===== config.mk =====
export PLATFORM = sky130hd
export DESIGN_NAME = lifo_block_allocator
export DESIGN_NICKNAME = d
export VERILOG_FILES = /design/src/rtl/lba_pkg.sv /design/src/rtl/lifo_block_allocator.sv
export SDC_FILE = /design/constraint.sdc
export NUM_CORES = 2
export LEC_CHECK = 0
export ABC_AREA = 1
export BUFFER_PORTS_ARGS = -buffer_cell sky130_fd_sc_hd__buf_2
export CAP_MARGIN = 40
export CORE_MARGIN = 1.5
export CORE_UTILIZATION = 40
export CTS_BUF_LIST = sky130_fd_sc_hd__clkbuf_4 sky130_fd_sc_hd__clkbuf_8 sky130_fd_sc_hd__clkbuf_16
export CTS_CLUSTER_SIZE = 24
export DETAILED_ROUTE_END_ITERATION = 16
export GPL_TIMING_DRIVEN = 0
export PLACE_DENSITY = 0.67
export SLEW_MARGIN = 20
export SYNTH_ARGS = -nofsm -noshare
export SYNTH_HDL_FRONTEND = slang
export SYNTH_SLANG_ARGS = --single-unit

===== constraint.sdc =====
create_clock -name clk_i -period 22.1 [get_ports clk_i]
set_input_delay 1.105 -clock clk_i [delete_from_list [all_inputs] [get_ports clk_i]]
set_output_delay 1.105 -clock clk_i [all_outputs]
set_load 0.02 [all_outputs]

===== src/rtl/lba_pkg.sv =====
// ----------------------------------------------------------------------------
// lba_pkg
// Shared types and constants of the LIFO block allocator.
// ----------------------------------------------------------------------------
package lba_pkg;

  localparam int unsigned MaxEntriesDefault = 64;
  localparam logic [15:0] MemSizeReset      = 16'd1000;

  // Command codes
  localparam logic [1:0] CMD_ALLOC = 2'd0;
  localparam logic [1:0] CMD_FREE  = 2'd1;
  localparam logic [1:0] CMD_DUMP  = 2'd2;
  localparam logic [1:0] CMD_QUERY = 2'd3;

  // Result status codes
  localparam logic [1:0] ST_OK      = 2'd0;
  localparam logic [1:0] ST_NOSPACE = 2'd1;
  localparam logic [1:0] ST_EMPTY   = 2'd2;
  localparam logic [1:0] ST_ZERO    = 2'd3;

  typedef enum logic [1:0] {
    S_IDLE,
    S_FREE,
    S_DUMP
  } lba_state_e;

endpackage


===== src/rtl/lifo_block_allocator.sv =====
// ----------------------------------------------------------------------------
// lifo_block_allocator
// Stack-style bump allocator; block table held in synchronous memories.
// ----------------------------------------------------------------------------
// A command word is taken when start_i is high and busy_o is low. For
// allocate and query the result strobes on done_o in the next cycle and
// busy_o stays low, so commands may follow back to back. Free passes through
// S_FREE because the newest block's range is read from the block table,
// whose read port is registered. A dump issues one read per live block
// through the same port, and the result words come out on consecutive
// cycles, the final one with last_o set. A free or a dump on an empty stack
// answers in the next cycle. Each result word is valid for exactly one cycle
// while done_o is high; the receiver cannot stall, so sample it then. No
// clearing pass runs after reset: only table entries below the block count
// ever reach a result. cfg_ready_o is always high; write memory_size only
// while no command is in flight.
// ----------------------------------------------------------------------------
module lifo_block_allocator
  import lba_pkg::*;
#(
  parameter int unsigned MAX_ENTRIES = MaxEntriesDefault
) (
  input  logic        clk_i,
  input  logic        rst_ni,
  // command channel
  input  logic        start_i,
  output logic        busy_o,
  input  logic [1:0]  cmd_i,
  input  logic [15:0] size_i,
  // configuration channel
  input  logic        cfg_valid_i,
  output logic        cfg_ready_o,
  input  logic [15:0] cfg_data_i,
  // result channel
  output logic        done_o,
  output logic [1:0]  status_o,
  output logic [15:0] block_start_o,
  output logic [15:0] block_end_o,
  output logic [15:0] free_amount_o,
  output logic        last_o
);

  // Table address width and block count width (count must hold MAX_ENTRIES).
  localparam int unsigned AW = (MAX_ENTRIES > 1) ? $clog2(MAX_ENTRIES) : 1;
  localparam int unsigned CW = $clog2(MAX_ENTRIES + 1);
  localparam logic [CW-1:0] CountFull = CW'(MAX_ENTRIES);

  // Saturating free space: memory size minus units in use, floor at zero.
  function automatic logic [15:0] remaining(input logic [15:0] ms,
                                            input logic [15:0] used);
    remaining = (ms > used) ? (ms - used) : 16'd0;
  endfunction

  // --------------------------------------------------------------------------
  // State
  // --------------------------------------------------------------------------
  lba_state_e state_q, state_d;

  logic [15:0]   mem_size_q;
  logic [CW-1:0] count_q, count_d;
  logic [15:0]   used_q, used_d;
  logic [AW-1:0] dump_idx_q, dump_idx_d;

  // Block table: start and end unit of each live block, oldest at index 0.
  logic [15:0] start_mem [MAX_ENTRIES];
  logic [15:0] end_mem   [MAX_ENTRIES];
  logic [15:0] rd_start_q, rd_end_q;
  logic [AW-1:0] rd_addr;
  logic          mem_we;
  logic [AW-1:0] wr_addr;
  logic [15:0]   wr_start, wr_end;

  // Result register, one word per strobe.
  logic        done_q;
  logic [1:0]  status_q, status_d;
  logic [15:0] bs_q, bs_d;
  logic [15:0] be_q, be_d;
  logic [15:0] free_q, free_d;
  logic        last_q, last_d;
  logic        res_load;

  logic          accept;
  logic          stack_empty;
  logic          stack_full;
  logic [15:0]   rem_now;
  logic [15:0]   alloc_used;
  logic [15:0]   freed_len;
  logic [15:0]   free_used;
  logic          dump_last;
  logic [CW-1:0] count_dec;

  assign accept      = start_i && (state_q == S_IDLE);
  assign stack_empty = (count_q == '0);
  assign stack_full  = (count_q >= CountFull);
  assign rem_now     = remaining(mem_size_q, used_q);
  assign alloc_used  = used_q + size_i;
  assign freed_len   = rd_end_q - rd_start_q + 16'd1;
  assign free_used   = used_q - freed_len;
  assign count_dec   = count_q - CW'(1);
  // The word being read back is the newest block when index + 1 meets count.
  assign dump_last   = ((CW'(dump_idx_q) + CW'(1)) == count_q);

  // --------------------------------------------------------------------------
  // Next state
  // --------------------------------------------------------------------------
  always_comb begin
    state_d = state_q;
    case (state_q)
      S_IDLE: begin
        if (accept && (cmd_i == CMD_FREE) && !stack_empty) begin
          state_d = S_FREE;
        end else if (accept && (cmd_i == CMD_DUMP) && !stack_empty) begin
          state_d = S_DUMP;
        end
      end
      S_FREE: begin
        state_d = S_IDLE;
      end
      S_DUMP: begin
        if (dump_last) begin
          state_d = S_IDLE;
        end
      end
      default: begin
        state_d = S_IDLE;
      end
    endcase
  end

  // --------------------------------------------------------------------------
  // Datapath control and result formation
  // --------------------------------------------------------------------------
  always_comb begin
    count_d    = count_q;
    used_d     = used_q;
    dump_idx_d = dump_idx_q;
    rd_addr    = dump_idx_q;
    mem_we     = 1'b0;
    wr_addr    = count_q[AW-1:0];
    wr_start   = used_q;
    wr_end     = alloc_used - 16'd1;
    res_load   = 1'b0;
    status_d   = ST_OK;
    bs_d       = 16'd0;
    be_d       = 16'd0;
    free_d     = rem_now;
    last_d     = 1'b1;
    case (state_q)
      S_IDLE: begin
        if (accept) begin
          case (cmd_i)
            CMD_ALLOC: begin
              res_load = 1'b1;
              if (size_i == 16'd0) begin
                status_d = ST_ZERO;
              end else if (stack_full || (size_i > rem_now)) begin
                status_d = ST_NOSPACE;
              end else begin
                // Push: new block starts right after the newest one.
                mem_we  = 1'b1;
                count_d = count_q + CW'(1);
                used_d  = alloc_used;
                bs_d    = used_q;
                be_d    = alloc_used - 16'd1;
                free_d  = remaining(mem_size_q, alloc_used);
              end
            end
            CMD_FREE: begin
              if (stack_empty) begin
                res_load = 1'b1;
                status_d = ST_EMPTY;
              end else begin
                // Pop now, fetch the newest range for the next cycle.
                rd_addr = count_dec[AW-1:0];
                count_d = count_dec;
              end
            end
            CMD_DUMP: begin
              if (stack_empty) begin
                res_load = 1'b1;
                status_d = ST_EMPTY;
              end else begin
                rd_addr    = '0;
                dump_idx_d = '0;
              end
            end
            CMD_QUERY: begin
              res_load = 1'b1;
            end
            default: begin
              res_load = 1'b1;
            end
          endcase
        end
      end
      S_FREE: begin
        res_load = 1'b1;
        used_d   = free_used;
        bs_d     = rd_start_q;
        be_d     = rd_end_q;
        free_d   = remaining(mem_size_q, free_used);
      end
      S_DUMP: begin
        res_load = 1'b1;
        bs_d     = rd_start_q;
        be_d     = rd_end_q;
        last_d   = dump_last;
        if (!dump_last) begin
          // Advance the read pointer; words stream one per cycle.
          rd_addr    = dump_idx_q + AW'(1);
          dump_idx_d = dump_idx_q + AW'(1);
        end else begin
          dump_idx_d = '0;
        end
      end
      default: begin
        res_load = 1'b0;
      end
    endcase
  end

  // --------------------------------------------------------------------------
  // Block table: one write port, one registered read port. Busy holds off
  // commands while a read is outstanding, so no write ever overlaps a read
  // whose result is used.
  // --------------------------------------------------------------------------
  always_ff @(posedge clk_i) begin
    if (mem_we) begin
      start_mem[wr_addr] <= wr_start;
      end_mem[wr_addr]   <= wr_end;
    end
  end

  always_ff @(posedge clk_i) begin
    rd_start_q <= start_mem[rd_addr];
    rd_end_q   <= end_mem[rd_addr];
  end

  // --------------------------------------------------------------------------
  // Control registers
  // --------------------------------------------------------------------------
  always_ff @(posedge clk_i or negedge rst_ni) begin
    if (!rst_ni) begin
      state_q    <= S_IDLE;
      mem_size_q <= MemSizeReset;
      count_q    <= '0;
      used_q     <= 16'd0;
      dump_idx_q <= '0;
      done_q     <= 1'b0;
    end else begin
      state_q    <= state_d;
      count_q    <= count_d;
      used_q     <= used_d;
      dump_idx_q <= dump_idx_d;
      done_q     <= res_load;
      if (cfg_valid_i && cfg_ready_o) begin
        mem_size_q <= cfg_data_i;
      end
    end
  end

  // Result payload; only meaningful while done_q is high.
  always_ff @(posedge clk_i) begin
    if (res_load) begin
      status_q <= status_d;
      bs_q     <= bs_d;
      be_q     <= be_d;
      free_q   <= free_d;
      last_q   <= last_d;
    end
  end

  assign busy_o        = (state_q != S_IDLE);
  assign cfg_ready_o   = 1'b1;
  assign done_o        = done_q;
  assign status_o      = status_q;
  assign block_start_o = bs_q;
  assign block_end_o   = be_q;
  assign free_amount_o = free_q;
  assign last_o        = last_q;

  // --------------------------------------------------------------------------
  // Assertions
  // --------------------------------------------------------------------------
  a_count_bound : assert property (@(posedge clk_i) disable iff (!rst_ni)
    count_q <= CountFull)
    else $error("block count exceeds table depth");

  a_dump_nonempty : assert property (@(posedge clk_i) disable iff (!rst_ni)
    (state_q == S_DUMP) |-> !stack_empty)
    else $error("dump running on an empty stack");

  a_dump_stream : assert property (@(posedge clk_i) disable iff (!rst_ni)
    (done_o && !last_o) |=> done_o)
    else $error("dump stream broke before its last word");

  a_zero_size : assert property (@(posedge clk_i) disable iff (!rst_ni)
    (start_i && !busy_o && (cmd_i == CMD_ALLOC) && (size_i == 16'd0))
      |=> (done_o && (status_o == ST_ZERO) && last_o))
    else $error("zero-size allocate not refused");

endmodule

==> impl_summary.md <==
Worst setup path
The type of destination of the critical path is a flip-flop. The buffers plus inverters on the worst setup path is 11. The critical path's largest stage delay is 750 ps.

The kind of start point of the critical path is a flip-flop. The cell with the largest stage delay on the worst path is sky130_fd_sc_hd__dfrtp_4. Data arrives at the worst endpoint at 8770 ps. Among cell families on the critical path, the largest total delay comes from simple AND/OR/NAND/NOR gates.

The logic depth of the worst path, buffers included is 31. Measured in cells, the most critical reg-to-reg path has a length of 31. STA puts the critical path data required time at 22700 ps. In this run the worst path has a maximum fanout of 24. The dominant cell type by count on the critical path is sky130_fd_sc_hd__nand2_1. The critical path class is flip-flop to flip-flop.

Layout
The final-layout fill cell count is 22500. The commonest non-fill, non-tap cell in the layout is sky130_fd_sc_hd__nand2_1. The non-filler instance count after layout is 13700. The share of layout cells above drive strength 1 is 12.1%. For this run, the share of the core covered by cells in the final layout is 47.0%. From synthesis to final layout, the design area changed by 16.8%. In the layout the commonest cells are sky130_fd_sc_hd__nand2_1, sky130_fd_sc_hd__edfxtp_1, sky130_fd_sc_hd__nand3_1. After the last flow step, the layout net total stands at 10400.

Routing
Summed over all layers, the routed wires come to 399000 um. The remaining design rule violation count is 0. For this run, the detailed router's first-pass iteration total came to 7. The initial detailed-routing violation count is 12100. The routed layout has 78900 vias. Dividing the detail-routed wire length by the instance count gives 29.1 um. The number of nets with antenna violations after detailed routing is 0. Using the TritonRoute via totals, the vias-per-cell ratio works out to 5.75.

Outcome
The run finished with clean final reports.

Synthesis
Summing every instance area after synthesis gives 99900 um2. In the synthesized netlist, mux cells make up 0.169% of the area. After Yosys synthesis, and, or, nand and nor cells account for 23.3% of the synthesized area. The fraction of synthesized cell area in xor and xnor cells is 0.596%.

Yosys printed 0 warnings. The flop and latch count out of synthesis is 2179. Yosys mapped a number of flops with a built-in enable equal to 2099. The portion of the post-synthesis area used by sequential elements is 64.9%. Summing the areas of all compound-gate instances in the mapped netlist gives 2.87% of the synthesized area.

The synthesized netlist devotes 1.74% of its cell area to adder and majority cells. The net count after synthesis is 9829. The count of unique library cells instantiated by Yosys is 60. The prevailing post-synth register cell is sky130_fd_sc_hd__edfxtp_1. The cell count after synthesis came out at 9664.

By area, the combinational part of the netlist is dominated by simple AND/OR/NAND/NOR gates. The async set-or-reset flop fraction in the synthesized netlist is 2.20%. The mean cell area of the mapped netlist is 10.3 um2.

Flow run
The max-cap violation count is 0.

Hold path
The path class of the tightest hold or removal check is primary input to asynchronous set/reset pin.

Global route
The initial antenna violation count is 26. The pin count of the biggest net entering global routing is 59. Global routing finished with a remaining overflow of 0.

The number of global-route vias before repair is 73500. The first global-routing pass estimated 549000 um of wire. The overall routing resource usage is 31.0%.

Placement
The number of buffers added on ports is 89. The number of placed instances, taps included, is 13300. The final estimated routing congestion in global placement is 1.02. Summed over all nets, the half-perimeter wirelength after detailed placement is 290000 um.

Floorplan
The number of top-level design ports is 92. The die outline area is 253000 um2. The height of the chip is 503 um. The placement row count is 183. The floorplan core area is 248000 um2.

The floorplan die width is 503 um. The effective utilization at floorplan is 40.2%.

STA
For the pin with the worst max-slew slack, the measured transition is 934 ps. The final-report hold violation count is 0. The number of pins with negative max-slew slack in the final report is 0.

The worst hold slack after final layout is 260 ps. The total of endpoints with negative setup slack in the final report is 0. The time the final worst path needs with I/O delays and setup is 8170 ps. The fmax is 122 MHz. In the final timing run, aggregate negative setup slack is 0 ps. The worst pin sits at a relative slew slack of 37.5%.

After layout, the worst path uses 37.0% of the clock period. On the final layout, the worst clock skew is 66.1 ps. Setup repair after global routing left no endpoint under its margin.

Clock tree
The clock transition at the registers of the reported paths is 60 ps. The total of cells resized after clock tree synthesis is 0. TritonCTS built the clock tree. The number of setup buffers added after CTS is 0. The worst-case clock buffer depth is 3. The clock reaches the later pin of the worst-skew pair after 920 ps. The number of levels the H-tree was split into is 4. The number of sinks on the clock net is 2179. The root cell of the clock tree is sky130_fd_sc_hd__clkbuf_16. The number of hold buffers added after CTS was 0. In this run, CTS created clock tree buffers numbering 220.
-- through the flow --
| stage | setup WS [ps] | area [um2] |
|---|---|---|
| 6_report | 13930 | 117000 |
| 2_1_floorplan | 14920 | 99900 |
| 4_1_cts | 14110 | 117000 |
| 3_3_place_gp | 6220 | 105000 |
| 3_5_place_dp | 14140 | 109000 |
| 5_1_grt | 13620 | 117000 |
-- registers in the layout (all words and copies together) (netlist names), 6 cells and up --
signal,cells
end_mem,1024
start_mem,1024
mem_size_q,16
used_q,16
rd_start_q,16
free_amount_o,16
block_start_o,16
dump_idx_q,6
block_end_o,16
count_q,7
rd_end_q,16
-- cells by family after synthesis --
family | count (synthesis)
AND/OR/NAND/NOR | 5270
flip-flops | 2179
buffers and inverters | 1467
AO/OA/AOI/OAI | 537
adder cells (fa/ha/maj) | 127
XOR/XNOR | 68
multiplexers | 15
other | 1
-- Yosys cell counts (107+ instances only) --
library cell	n	area (um2)
sky130_fd_sc_hd__o21ai_0	192	961
sky130_fd_sc_hd__clkbuf_1	171	642
sky130_fd_sc_hd__ha_1	107	1340
sky130_fd_sc_hd__nor2_1	132	495
sky130_fd_sc_hd__nand2_1	2822	10600
sky130_fd_sc_hd__nand3b_1	193	1450
sky130_fd_sc_hd__buf_2	347	1740
sky130_fd_sc_hd__o21ai_1	148	741
sky130_fd_sc_hd__nand3_1	1999	10000
sky130_fd_sc_hd__inv_1	836	3140
sky130_fd_sc_hd__edfxtp_1	2099	63000
sky130_fd_sc_hd__a21oi_1	128	641
-- area by class of cell --
class	count	area (um2)	share of cell area (%)
plain buffers	621	3180	2.72
multi-input cells	6018	29400	25.2
clock inverters	143	1400	1.20
repair buffers	309	4570	3.91
diodes	16	40.0	0.0343
clock buffers	263	5860	5.02
flip-flops and latches	2179	64900	55.6
well taps	3330	4170	3.57
inverters	846	3200	2.74
-- worst register-to-register path: cells and delay by family (launching register included) --
| kind | cells | cell delay, ps |
|---|---|---|
| AOI/OAI and AO/OA | 7 | 1320 |
| adders and majority gates | 2 | 680 |
| buffers and inverters | 11 | 2540 |
| DFF | 1 | 750 |
| and+or+nand+nor | 11 | 2600 |
-- path summary, 6_finish.rpt --
path                                 from              to  slack [ps]
hold / removal                     rst_ni  mem_size_q[15]         260
min in group clk_i         cfg_data_i[15]  mem_size_q[15]         420
max in group asynchronous          rst_ni       used_q[3]       21200
setup reg to reg                used_q[5]  end_mem[48][0]       13930
hold reg to reg                state_q[0]      state_q[0]         570
setup / recovery                used_q[5]  end_mem[48][0]       13930
-- routing by layer --
| metal | part of all wire, % | up-vias | global-route usage [%] | wire length (um) |
|---|---|---|---|---|
| li1 | - | 34200 | - | - |
| met5 | 0.051 | - | 0.381 | 204 |
| met3 | 13 | 1078 | 8.42 | 51400 |
| met4 | 6.9 | 12 | 18.7 | 27400 |
| met2 | 44 | 5442 | 46.9 | 175000 |
| met1 | 36 | 38100 | 39.7 | 145000 |
Power is not shown: default switching activity piles up to over one toggle a cycle in this logic, so the estimate is an artifact.
